<file path="src/hdl/ypid_pkg.sv">
// Package for the yaw PID thruster mixer: widths, gain record, fixed-point
// constants and the reciprocal used to scale the PID sum down to percent.
// No dependencies.
`timescale 1ns / 1ps

package ypid_pkg;

  // Control loop rate in ticks per second
  localparam int RATE_HZ = 50;

  // Field widths
  localparam int YAW_W   = 15;
  localparam int GAIN_W  = 16;
  localparam int ERR_W   = 16;
  localparam int DERR_W  = ERR_W + 1;
  localparam int ACC_W   = 40;
  localparam int DRIVE_W = 8;

  // Accumulator split for the integral product
  localparam int ACC_LO_W = 20;
  localparam int ACC_HI_W = ACC_W - ACC_LO_W;

  // Gains carry 8 fraction bits, yaw 6, so the product has 14
  localparam int FRAC_SHIFT = 14;
  localparam int DRIVE_LIM  = 100;

  // Width of the full PID sum before scaling
  localparam int SUM_W = 60;

  // Scaled magnitude below the clamp point fits M2_W bits
  localparam int LIM_M2    = DRIVE_LIM * RATE_HZ;
  localparam int M2_W      = $clog2(LIM_M2);
  localparam int RECIP_SH  = M2_W;
  localparam int RECIP_K   = (1 << RECIP_SH) / RATE_HZ;
  localparam int RATE_SQ   = RATE_HZ * RATE_HZ;

  typedef struct packed {
    logic signed [GAIN_W-1:0] prop;
    logic signed [GAIN_W-1:0] integ;
    logic signed [GAIN_W-1:0] deriv;
  } gains_t;

endpackage

</file>
<file path="src/hdl/ypid_if.sv">
// Valid/ready channel interfaces for the yaw PID thruster mixer: one for
// yaw ticks into the block, one for thruster drives out of it.
// Depends on ypid_pkg.
`timescale 1ns / 1ps

interface ypid_in_if
  import ypid_pkg::*;
();
  logic                    valid;
  logic                    ready;
  logic signed [YAW_W-1:0] target_yaw;
  logic signed [YAW_W-1:0] measured_yaw;

  modport source (output valid, output target_yaw, output measured_yaw, input ready);
  modport sink   (input valid, input target_yaw, input measured_yaw, output ready);
endinterface

interface ypid_out_if
  import ypid_pkg::*;
();
  logic                      valid;
  logic                      ready;
  logic signed [DRIVE_W-1:0] right_drive;
  logic signed [DRIVE_W-1:0] left_drive;

  modport source (output valid, output right_drive, output left_drive, input ready);
  modport sink   (input valid, input right_drive, input left_drive, output ready);
endinterface

</file>
<file path="src/hdl/ypid_cfg_regs.sv">
// APB-style gain register file for the yaw PID thruster mixer.
// Depends on ypid_pkg for the gain record.
`timescale 1ns / 1ps

module ypid_cfg_regs
  import ypid_pkg::*;
(
  input  logic        clk_i,
  input  logic        rst_ni,
  input  logic        psel_i,
  input  logic        penable_i,
  input  logic        pwrite_i,
  input  logic [3:0]  paddr_i,
  input  logic [31:0] pwdata_i,
  output logic [31:0] prdata_o,
  output logic        pready_o,
  output gains_t      gains_o
);

  typedef enum logic [1:0] {
    REG_PROP  = 2'd0,
    REG_INT   = 2'd1,
    REG_DERIV = 2'd2
  } reg_idx_e;

  gains_t     gains_q;
  logic       wr_en;
  logic [1:0] reg_idx;

  assign pready_o = 1'b1;
  assign wr_en    = psel_i && penable_i && pwrite_i;
  assign reg_idx  = paddr_i[3:2];
  assign gains_o  = gains_q;

  // Write the addressed gain; drop writes beyond the list
  always_ff @(posedge clk_i or negedge rst_ni) begin
    if (!rst_ni) begin
      gains_q.prop  <= GAIN_W'(256);
      gains_q.integ <= '0;
      gains_q.deriv <= '0;
    end else if (wr_en) begin
      unique case (reg_idx)
        REG_PROP:  gains_q.prop  <= pwdata_i[GAIN_W-1:0];
        REG_INT:   gains_q.integ <= pwdata_i[GAIN_W-1:0];
        REG_DERIV: gains_q.deriv <= pwdata_i[GAIN_W-1:0];
        default: ;
      endcase
    end
  end

  // Read back sign-extended
  always_comb begin
    unique case (reg_idx)
      REG_PROP:  prdata_o = 32'(gains_q.prop);
      REG_INT:   prdata_o = 32'(gains_q.integ);
      REG_DERIV: prdata_o = 32'(gains_q.deriv);
      default:   prdata_o = '0;
    endcase
  end

endmodule

</file>
<file path="src/hdl/yaw_pid_thruster_mix.sv">
// Yaw PID controller with differential thruster mix: top level.
// Depends on ypid_pkg, ypid_in_if, ypid_out_if and ypid_cfg_regs.
//
// Usage:
//   in_i carries one control tick per transaction (target and measured yaw,
//   signed, 6 fraction bits). out_o returns one transaction per tick with
//   the right and left thruster drives in percent, clamped to +/-100.
//   The APB port sets the proportional, integral and derivative gains
//   (signed Q8.8) at byte addresses 0, 4 and 8; write only while idle.
// Timing:
//   A tick accepted on in_i passes, in order, an error/accumulator stage,
//   two product stages, a sum and magnitude stage, a reciprocal-multiply
//   stage and the output register before its result shows on out_o.
//   One tick is taken per cycle while in_i.ready is high; the accumulator
//   and previous error update in the first stage, so ticks run back to back.
// Reset and stall:
//   Reset clears the accumulator, the previous error and all stage valids,
//   and loads the gains 1.0, 0, 0. A stalled receiver holds the output
//   register; stages behind it fill until the pipeline is full, then
//   in_i.ready drops.
`timescale 1ns / 1ps

module yaw_pid_thruster_mix
  import ypid_pkg::*;
(
  input  logic        clk_i,
  input  logic        rst_ni,
  ypid_in_if.sink     in_i,
  ypid_out_if.source  out_o,
  input  logic        psel_i,
  input  logic        penable_i,
  input  logic        pwrite_i,
  input  logic [3:0]  paddr_i,
  input  logic [31:0] pwdata_i,
  output logic [31:0] prdata_o,
  output logic        pready_o
);

  localparam logic signed [SUM_W-1:0]  RATE_S    = SUM_W'(RATE_HZ);
  localparam logic signed [SUM_W-1:0]  RATE_SQ_S = SUM_W'(RATE_SQ);
  localparam logic signed [ACC_W-1:0]  ACC_MAX   = {1'b0, {(ACC_W-1){1'b1}}};
  localparam logic signed [ACC_W-1:0]  ACC_MIN   = {1'b1, {(ACC_W-1){1'b0}}};

  gains_t gains;

  ypid_cfg_regs u_cfg (
    .clk_i     (clk_i),
    .rst_ni    (rst_ni),
    .psel_i    (psel_i),
    .penable_i (penable_i),
    .pwrite_i  (pwrite_i),
    .paddr_i   (paddr_i),
    .pwdata_i  (pwdata_i),
    .prdata_o  (prdata_o),
    .pready_o  (pready_o),
    .gains_o   (gains)
  );

  // Stage valids and ready chain; index 6 is the output register
  logic [6:1] vld_q;
  logic [6:1] rdy;

  always_comb begin
    rdy[6] = !vld_q[6] || out_o.ready;
    for (int k = 5; k >= 1; k--) begin
      rdy[k] = !vld_q[k] || rdy[k+1];
    end
  end

  assign in_i.ready  = rdy[1];
  assign out_o.valid = vld_q[6];

  logic in_acc;
  assign in_acc = in_i.valid && rdy[1];

  // Advance valids where the next stage can take them
  always_ff @(posedge clk_i or negedge rst_ni) begin
    if (!rst_ni) begin
      vld_q <= '0;
    end else begin
      if (rdy[1]) vld_q[1] <= in_i.valid;
      for (int k = 2; k <= 6; k++) begin
        if (rdy[k]) vld_q[k] <= vld_q[k-1];
      end
    end
  end

  // ---- Stage 1: error, saturating accumulator, error difference ----
  logic signed [ACC_W-1:0]  error_sum_q;
  logic signed [ERR_W-1:0]  last_error_q;
  logic signed [ERR_W-1:0]  err;
  logic signed [DERR_W-1:0] derr;
  logic signed [ACC_W:0]    acc_wide;
  logic signed [ACC_W-1:0]  acc_sat;

  always_comb begin
    err      = ERR_W'(in_i.target_yaw) - ERR_W'(in_i.measured_yaw);
    derr     = DERR_W'(err) - DERR_W'(last_error_q);
    acc_wide = (ACC_W+1)'(error_sum_q) + (ACC_W+1)'(err);
    if (acc_wide[ACC_W] != acc_wide[ACC_W-1]) begin
      acc_sat = acc_wide[ACC_W] ? ACC_MIN : ACC_MAX;
    end else begin
      acc_sat = acc_wide[ACC_W-1:0];
    end
  end

  // Update loop state on every accepted tick
  always_ff @(posedge clk_i or negedge rst_ni) begin
    if (!rst_ni) begin
      error_sum_q  <= '0;
      last_error_q <= '0;
    end else if (in_acc) begin
      error_sum_q  <= acc_sat;
      last_error_q <= err;
    end
  end

  logic signed [ERR_W-1:0]  s1_err_q;
  logic signed [DERR_W-1:0] s1_derr_q;
  logic signed [ACC_W-1:0]  s1_acc_q;

  // ---- Stage 2: gain products, integral split in two halves ----
  logic signed [2*GAIN_W-1:0]          p_prod;
  logic signed [GAIN_W+DERR_W-1:0]     d_prod;
  logic signed [GAIN_W+ACC_HI_W-1:0]   ih_prod;
  logic signed [GAIN_W+ACC_LO_W:0]     il_prod;

  always_comb begin
    p_prod  = gains.prop * s1_err_q;
    d_prod  = gains.deriv * s1_derr_q;
    ih_prod = gains.integ * $signed(s1_acc_q[ACC_W-1:ACC_LO_W]);
    il_prod = gains.integ * $signed({1'b0, s1_acc_q[ACC_LO_W-1:0]});
  end

  logic signed [2*GAIN_W-1:0]        s2_p_q;
  logic signed [GAIN_W+DERR_W-1:0]   s2_d_q;
  logic signed [GAIN_W+ACC_HI_W-1:0] s2_ih_q;
  logic signed [GAIN_W+ACC_LO_W:0]   s2_il_q;

  // ---- Stage 3: rate scaling and integral recombine ----
  logic signed [SUM_W-1:0] p_term;
  logic signed [SUM_W-1:0] d_term;
  logic signed [SUM_W-1:0] i_term;

  always_comb begin
    p_term = SUM_W'(s2_p_q) * RATE_S;
    d_term = SUM_W'(s2_d_q) * RATE_SQ_S;
    i_term = (SUM_W'(s2_ih_q) <<< ACC_LO_W) + SUM_W'(s2_il_q);
  end

  logic signed [SUM_W-1:0] s3_p_q;
  logic signed [SUM_W-1:0] s3_d_q;
  logic signed [SUM_W-1:0] s3_i_q;

  // ---- Stage 4: sum, magnitude, drop fraction, detect clamp ----
  logic signed [SUM_W-1:0] pid_sum;
  logic                    sum_neg;
  logic [SUM_W-1:0]        sum_mag;
  logic [SUM_W-1:0]        mag_int;
  logic                    sum_ovf;

  always_comb begin
    pid_sum = s3_p_q + s3_d_q + s3_i_q;
    sum_neg = pid_sum[SUM_W-1];
    sum_mag = sum_neg ? SUM_W'(-pid_sum) : SUM_W'(pid_sum);
    mag_int = sum_mag >> FRAC_SHIFT;
    sum_ovf = mag_int >= SUM_W'(LIM_M2);
  end

  logic            s4_neg_q;
  logic            s4_ovf_q;
  logic [M2_W-1:0] s4_m2_q;

  // ---- Stage 5: estimate quotient by the rate through a reciprocal ----
  logic [2*M2_W:0] recip_prod;
  logic [M2_W-1:0] quo_est;

  always_comb begin
    recip_prod = (2*M2_W+1)'(s4_m2_q) * (2*M2_W+1)'(RECIP_K);
    quo_est    = recip_prod[RECIP_SH+M2_W-1:RECIP_SH];
  end

  logic            s5_neg_q;
  logic            s5_ovf_q;
  logic [M2_W-1:0] s5_m2_q;
  logic [M2_W-1:0] s5_quo_q;

  // ---- Stage 6: correct estimate, clamp, apply sign and mix ----
  logic [M2_W-1:0]           quo_back;
  logic [M2_W-1:0]           quo_rem;
  logic [M2_W-1:0]           quo_fix;
  logic signed [DRIVE_W-1:0] drive_mag;
  logic signed [DRIVE_W-1:0] right_d;
  logic signed [DRIVE_W-1:0] left_d;

  always_comb begin
    quo_back = M2_W'((2*M2_W)'(s5_quo_q) * (2*M2_W)'(RATE_HZ));
    quo_rem  = s5_m2_q - quo_back;
    quo_fix  = (quo_rem >= M2_W'(RATE_HZ)) ? s5_quo_q + M2_W'(1) : s5_quo_q;
    drive_mag = s5_ovf_q ? DRIVE_W'(DRIVE_LIM) : DRIVE_W'(quo_fix);
    right_d   = s5_neg_q ? -drive_mag : drive_mag;
    left_d    = -right_d;
  end

  logic signed [DRIVE_W-1:0] right_q;
  logic signed [DRIVE_W-1:0] left_q;

  assign out_o.right_drive = right_q;
  assign out_o.left_drive  = left_q;

  // Payload registers load with their stage
  always_ff @(posedge clk_i) begin
    if (rdy[1]) begin
      s1_err_q  <= err;
      s1_derr_q <= derr;
      s1_acc_q  <= acc_sat;
    end
    if (rdy[2]) begin
      s2_p_q  <= p_prod;
      s2_d_q  <= d_prod;
      s2_ih_q <= ih_prod;
      s2_il_q <= il_prod;
    end
    if (rdy[3]) begin
      s3_p_q <= p_term;
      s3_d_q <= d_term;
      s3_i_q <= i_term;
    end
    if (rdy[4]) begin
      s4_neg_q <= sum_neg;
      s4_ovf_q <= sum_ovf;
      s4_m2_q  <= mag_int[M2_W-1:0];
    end
    if (rdy[5]) begin
      s5_neg_q <= s4_neg_q;
      s5_ovf_q <= s4_ovf_q;
      s5_m2_q  <= s4_m2_q;
      s5_quo_q <= quo_est;
    end
    if (rdy[6]) begin
      right_q <= right_d;
      left_q  <= left_d;
    end
  end

endmodule

</file>
<file path="src/flat_wrapper.sv">
// flat-port wrapper written by rule: the top's interface ports become plain ports
module yaw_pid_thruster_mix_flat import ypid_pkg::*;
  (clk_i, rst_ni, psel_i, penable_i, pwrite_i, paddr_i, pwdata_i, prdata_o, pready_o, in_i_valid, in_i_target_yaw, in_i_measured_yaw, in_i_ready, out_o_valid, out_o_right_drive, out_o_left_drive, out_o_ready);
  ypid_in_if in_i_i ();
  ypid_out_if out_o_i ();
  input  logic clk_i;
  input  logic rst_ni;
  input  logic psel_i;
  input  logic penable_i;
  input  logic pwrite_i;
  input  logic [3:0] paddr_i;
  input  logic [31:0] pwdata_i;
  output logic [31:0] prdata_o;
  output logic pready_o;
  input wire logic [$bits(in_i_i.valid)-1:0] in_i_valid;
  input wire logic [$bits(in_i_i.target_yaw)-1:0] in_i_target_yaw;
  input wire logic [$bits(in_i_i.measured_yaw)-1:0] in_i_measured_yaw;
  output wire logic [$bits(in_i_i.ready)-1:0] in_i_ready;
  output wire logic [$bits(out_o_i.valid)-1:0] out_o_valid;
  output wire logic [$bits(out_o_i.right_drive)-1:0] out_o_right_drive;
  output wire logic [$bits(out_o_i.left_drive)-1:0] out_o_left_drive;
  input wire logic [$bits(out_o_i.ready)-1:0] out_o_ready;
  assign in_i_i.valid = in_i_valid;
  assign in_i_i.target_yaw = in_i_target_yaw;
  assign in_i_i.measured_yaw = in_i_measured_yaw;
  assign in_i_ready = in_i_i.ready;
  assign out_o_valid = out_o_i.valid;
  assign out_o_right_drive = out_o_i.right_drive;
  assign out_o_left_drive = out_o_i.left_drive;
  assign out_o_i.ready = out_o_ready;
  yaw_pid_thruster_mix u_core (.clk_i(clk_i), .rst_ni(rst_ni), .in_i(in_i_i), .out_o(out_o_i), .psel_i(psel_i), .penable_i(penable_i), .pwrite_i(pwrite_i), .paddr_i(paddr_i), .pwdata_i(pwdata_i), .prdata_o(prdata_o), .pready_o(pready_o));
endmodule
</file>
<file path="config.mk">
export PLATFORM = sky130hd
export DESIGN_NAME = yaw_pid_thruster_mix_flat
export DESIGN_NICKNAME = d
export VERILOG_FILES = /design/src/hdl/ypid_pkg.sv /design/src/hdl/ypid_if.sv /design/src/hdl/ypid_cfg_regs.sv /design/src/hdl/yaw_pid_thruster_mix.sv /design/src/flat_wrapper.sv
export SDC_FILE = /design/constraint.sdc
export NUM_CORES = 2
export LEC_CHECK = 0
export BUFFER_PORTS_ARGS = -buffer_cell sky130_fd_sc_hd__buf_2
export CAP_MARGIN = 10
export CORE_ASPECT_RATIO = 1.5
export CORE_MARGIN = 2
export CORE_UTILIZATION = 51
export DETAILED_ROUTE_END_ITERATION = 12
export GPL_TIMING_DRIVEN = 1
export PLACE_DENSITY = 0.77
export SETUP_SLACK_MARGIN = 0.2
export SYNTH_ARGS = -nofsm -noshare
export SYNTH_HDL_FRONTEND = slang
export SYNTH_SLANG_ARGS = --single-unit
</file>
<file path="constraint.sdc">
create_clock -name clk_i -period 10.1 [get_ports clk_i]
set_input_delay 1.515 -clock clk_i [delete_from_list [all_inputs] [get_ports clk_i]]
set_output_delay 1.515 -clock clk_i [all_outputs]
set_load 0.005 [all_outputs]
</file>
* Word level (Yosys, flattened, before mapping)
Index checks and enable logic that the tools add are counted. W data, S select, Z words.
Storage, ports and cells: register bits 552, output and inout port bits 51, logic and storage cells 80
Cells by class: add/sub/neg operators 11, multiply operators 8, order comparisons 2, eq/ne operators 3, mux-type cells 7, reduce and logical (&&, ||, !) cells 19
Operators by type and width (number):
- $add A60 B60 Y60 | 2
- $pmux W32 S3 | 1
- $mux W40 | 2
- $mux W60 | 1
- $neg A60 Y60 | 1
- $add A56 B37 Y57 | 1
- $ge A46 B13 Y1 const B | 1
- $mul A33 B11 Y44 const B | 1
- $add A40 B16 Y41 | 1
- $mul A32 B6 Y38 const B | 1
- $mul A16 B21 Y37 | 1
- $mul A16 B20 Y36 | 1
- $mul A16 B17 Y33 | 1
- $mul A16 B16 Y32 | 1
- $mux W8 | 3
- $mul A13 B8 Y21 const B | 1
- $sub A16 B16 Y17 | 1
- $neg A8 Y8 | 2
- $sub A15 B15 Y16 | 1
- $ge A13 B6 Y1 const B | 1
- $sub A13 B13 Y13 | 1
- $mul A8 B5 Y12 const B | 1
- $add A8 B1 Y8 const B | 1
- $logic_not A1 Y1 | 6
- other kinds (7) | 16

* Longest topological paths before layout
depth after elaboration 8, gate-level depth with buffers 35, mapped depth without buffers 33

* Hierarchy
From an unflattened synthesis, not the netlist that was laid out.
Unflattened totals: cell total of the unflattened synthesis 8338, area total of the unflattened synthesis 81649.6 um2
By module, submodules not included:
- yaw_pid_thruster_mix | instances 1, cells an instance 8161, area each 79319.8 um2, sequential area each 13623.1 um2
- ypid_cfg_regs | instances 1, cells an instance 177, area each 2329.7 um2, sequential area each 1202.4 um2

* Least setup slack after synthesis
Ideal clock, no wire load.
path type input-to-reg, start input port in_i_measured_yaw[1], end register u_core.s1_acc_q[12], data pin, library setup time 0.266 ns, arrival 7.089 ns, path slack 2.745 ns, stages on the path 34, path through inv_1 > ha_1 > nor2b_1 > o21ai_0 > a21boi_0 > o21ai_0 > a21boi_0 > o21ai_0 > a21boi_0 > o21ai_0 > nand2b_1 > a21oi_1 > o21bai_1 > a21oi_1 > o21bai_1 > nand2_1 > nand3_1 > nand2_1 > ha_1 > a21oi_1 > nor2b_1 > o21ai_0 > nand2b_1 > a41o_1 > o211a_1 > a221o_1 > a21oi_1 > nand4b_1 > nand3_1 > and3_1 > clkbuf_1 > nor2_2 > clkbuf_1 > nor2_1
On the way: cells in the longest elaborated chain, start to end 4, elaborated cells between the ends (all ways) 5, classes of those cells 2 x add/sub; 1 x eq/ne; 2 x mux
Ends and longest elaborated chain:
- from (decl) | line flat_wrapper.sv:17 | input wire logic [$bits(in_i_i.measured_yaw)-1:0] in_i_measured_yaw;
- $sub A15 B15 Y16 * | line yaw_pid_thruster_mix.sv:97 | err = ERR_W'(in_i.target_yaw) - ERR_W'(in_i.measured_yaw);
- net u_core.err[15] | line yaw_pid_thruster_mix.sv:91 | logic signed [ERR_W-1:0] err;
- $add A40 B16 Y41 * | line yaw_pid_thruster_mix.sv:99 | acc_wide = (ACC_W+1)'(error_sum_q) + (ACC_W+1)'(err);
- $mux W40 / $ne A1 B1 Y1 (equally long branches) | line yaw_pid_thruster_mix.sv:101, yaw_pid_thruster_mix.sv:100
- $mux W40 * | line yaw_pid_thruster_mix.sv:100 | if (acc_wide[ACC_W] != acc_wide[ACC_W-1]) begin
- net u_core.acc_sat[12] | line yaw_pid_thruster_mix.sv:94 | logic signed [ACC_W-1:0] acc_sat;
- to (signal assigned) | line yaw_pid_thruster_mix.sv:216 | s1_acc_q <= acc_sat;
- to (decl) | line yaw_pid_thruster_mix.sv:120 | logic signed [ACC_W-1:0] s1_acc_q;
The timed path passes the listed nets; every way through them passes the cells marked *. A chain may end at the register's enable or synchronous reset.

* Worst setup path in the final report
start register u_core.u_cfg.gains_q, in the netlist u_core.u_cfg.gains_o[18], end register u_core.s2_il_q[35], data pin
On the way: cells in the longest elaborated chain, start to end 1
Ends and longest elaborated chain:
- from (decl) | line ypid_cfg_regs.sv:26 | gains_t gains_q;
- $mul A16 B21 Y37 | line yaw_pid_thruster_mix.sv:132 | il_prod = gains.integ * $signed({1'b0, s1_acc_q[ACC_LO_W-1:0]});
- net u_core.il_prod[35] | line yaw_pid_thruster_mix.sv:126 | logic signed [GAIN_W+ACC_LO_W:0] il_prod;
- to (signal assigned) | line yaw_pid_thruster_mix.sv:222 | s2_il_q <= il_prod;
- to (decl) | line yaw_pid_thruster_mix.sv:138 | logic signed [GAIN_W+ACC_LO_W:0] s2_il_q;
The timed path passes the listed nets, and every way through them passes these cells.

==> results_dict.tcl <==
set metrics [dict create \
    status "finished, violations left" \
    violations "design-rule violations" \
    synth_seq_cells 512 \
    io_pins 124 \
    crit_path_start "u_core.u_cfg.gains_o[18]" \
    skew_ns 0.05243 \
    slew_headroom_pct 12.42 \
    detail_route.vias_per_cell 5.558 \
    hold_buffers 0 \
    clkLatencyLatePin_ns 0.69 \
    drt_iter0_drc 3630 \
    ant_nets 0 \
    yosys_warnings 0 \
    grtUsageMet3_pct 3.467 \
    min_period_over_period_pct 84.63 \
    final_common_cell "inv_1" \
    reg2reg_from "u_core.u_cfg.gains_o[18]" \
    postCtsSetupBuffers 0 \
    synthAdderAreaFrac_pct 46.64 \
    grt_max_degree 85 \
    drc 2 \
    floorplan.initialDensity_pct 51.22 \
    wl_um 200800 \
    yosys.area_share.simple_pct 12.83 \
    grt_pass1_vias 62910 \
    syn_inst 8328 \
    drt_pass1_iterations 10 \
    synthFlopType "edfxtp_1" \
    synth_top_family_by_area "adder cells" \
    die_height_um 492.4 \
    final_cell_mix "inv_1, fa_1, ha_1" \
    synth.largest_area_cell "fa_1" \
    tns_ns 0 \
    syn_nets 10630 \
    cts_resized 0 \
    cts_max_path_buffers 3 \
    cp-end-kind "register" \
    synth_top_area_share_pct 32.34 \
    synth-compound-area-share_pct 7.909 \
    hpwl_um 163800 \
    rsz0062_at_grt "no" \
    worstHoldStart "u_core.s2_il_q[3]" \
    hold_path.class "register to register" \
    io_buffer_count 104 \
    synth.top_cells.by_area "fa_1, edfxtp_1, ha_1" \
    routedWlPerCell_um 19.29 \
    holdPathStages 0 \
    cts_sinks 512 \
    maxCapViolCount 0 \
    gp_congestion 0.9647 \
    reg2regPathDepth 27 \
    synth.avg_cell_area_um2 9.739 \
    overflow 0 \
    antenna_found_initial 10 \
    synth-xor-area-share_pct 3.985 \
    start_kind "register" \
    hold_viol 0 \
    use_met2_pct 45.45 \
    die_w_um 329.6 \
    cts_buffers 54 \
    critPathArrivalTime_ns 8.95 \
    critical_path.max_fanout 19 \
    cts_tree "yes" \
    holdPathEnd "u_core.s3_i_q[3]" \
    synthMuxAreaShare_pct 1.075 \
    nNetsFinal 10580 \
    dieArea_um2 162300 \
    synth_cell_types 97 \
    rows 179 \
    synth_area_um2 81100 \
    clk_root_buffer_cell "clkbuf_16" \
    setup_violations 0 \
    tightest_slew_ns 1.302 \
    drive_gt1_share_pct 4.483 \
    syn2layout_area_growth_pct 5.535 \
    r2r_end "u_core.s2_il_q[35]" \
    grt_pass1_wl_um 324400 \
    fmax_mhz 117.0 \
    track_usage_pct 25.37 \
    top_usage_layer "met2" \
    crit_required_ns 10.51 \
    clk_pin_slew_ns 0.08 \
    synthArstFlopShare_pct 21.48 \
    vias 57860 \
    htreeDepth 2 \
    layout_min_cycle_time_ns 8.547 \
    grt.met1_usage_pct 28.12 \
    synth-edff-count 402 \
    drv_slew 0 \
    yosysSeqAreaShare_pct 18.28 \
    timing_worst_setup_path_type "register to register" \
    r2r_slack_ns 1.55 \
    core_area_um2 158300 \
]
[state kept, by name, summed over array words and instances (netlist names), 8 cells and up]
signal,count
u_core.s3_d_q,44
u_core.s1_derr_q,17
u_core.s2_il_q,37
u_core.s2_p_q,32
u_core.s5_quo_q,8
u_core.s3_i_q,57
u_core.error_sum_q,40
u_core.s3_p_q,38
u_core.s2_d_q,33
u_core.out_o.left_drive,8
u_core.s1_acc_q,40
u_core.last_error_q,16
u_core.s5_m2_q,12
u_core.s2_ih_q,36
u_core.s1_err_q,16
u_core.u_cfg.gains_o,48
u_core.s4_m2_q,13
[cell usage after synthesis, types with 21 or more instances]
cell type  instances
fa_1            1310
inv_1           1714
nor2_1           294
and2_1           449
ha_1             923
o211ai_1          21
mux2i_1           23
a31oi_1           34
mux2_2            57
a211oi_1          28
clkbuf_1         230
edfxtp_1         402
nand2b_1         121
nand3_1           81
dfrtp_1          109
o21ai_0          215
nand2_1          897
nor2b_1           48
and3_1            37
o21a_1            48
or3_1             29
a21oi_1          301
nand4_1           23
xor2_1            99
a21o_1           111
xnor2_1          270
o21bai_1          67
nor3_1            92
[worst max-delay path by stage]
stage	endpoint	slack, ns	depth (start not counted)
2_1_floorplan	u_core.s1_acc_q[12]	2.74	34
3_3_place_gp	u_core.error_sum_q[37]	1.77	35
3_5_place_dp	u_core.error_sum_q[35]	1.64	35
4_1_cts	u_core.s2_il_q[35]	1.64	27
5_1_grt	u_core.s2_ih_q[34]	1.27	28
6_report	u_core.s2_il_q[35]	1.55	27
[metal layers]
| metal | share of wire [%] | wire length [um] |
|---|---|---|
| met4 | 7.3 | 14710 |
| met5 | 0.0060 | 12 |
| met2 | 51 | 102900 |
| met3 | 6.1 | 12290 |
| met1 | 35 | 70960 |
[through the flow]
stage | hold WS (ns) | cell area [um^2] | instances | setup WS [ns] | util, %
finish | 0.4110 | 85590 | 10410 | 1.553 | 54.06
global route | 0.4086 | 85570 | 10400 | 1.271 | 54.04
CTS | 0.3892 | 85570 | 10400 | 1.637 | 54.04
global placement | 0.4012 | 83560 | 10300 | 1.771 | 52.77
floorplan | 0.4003 | 81100 | 8328 | 2.745 | -
detailed placement | 0.4084 | 83560 | 10300 | 1.639 | 52.77
[logic make-up after synthesis]
kind of cell | Yosys count
muxes | 80
xor gates and xnor gates | 369
DFF | 512
buffers and inverters | 1980
other | 1
adders and majority gates | 2238
and+or+nand+nor | 2145
AOI/OAI and AO/OA | 1003
[area by class of cell]
type,count,area (um^2)
Fill cell,13290,72750
Multi-Input combinational cell,5836,58780
Clock inverter,45,630.6
Clock buffer,57,1383
Inverter,1715,6440
Tap cell,2081,2604
Timing Repair Buffer,155,905.9
Sequential cell,512,14830
Antenna cell,9,22.52
[critical path: stages (launching register included)]
cell and delay [ns]:
dfrtp_1 0.98, buf_4 0.31, nand2_1 0.10, fa_1 0.54, inv_1 0.06, fa_1 0.42, inv_1 0.09, fa_1 0.41
fa_1 0.55, inv_1 0.05, fa_1 0.47, inv_1 0.05, fa_1 0.47, inv_1 0.04, ha_1 0.36, o21a_1 0.16
o21a_1 0.12, o21ai_0 0.11, o31ai_1 0.40, a41oi_1 0.26, a2111oi_0 0.54, o21a_1 0.19, o21ai_0 0.17, a2111oi_0 0.69
o31ai_1 0.30, o21ai_0 0.22, a21oi_1 0.11, xnor2_1 0.12
Power is not shown: default switching activity piles up to over one toggle a cycle in this logic, so the estimate is an artifact.
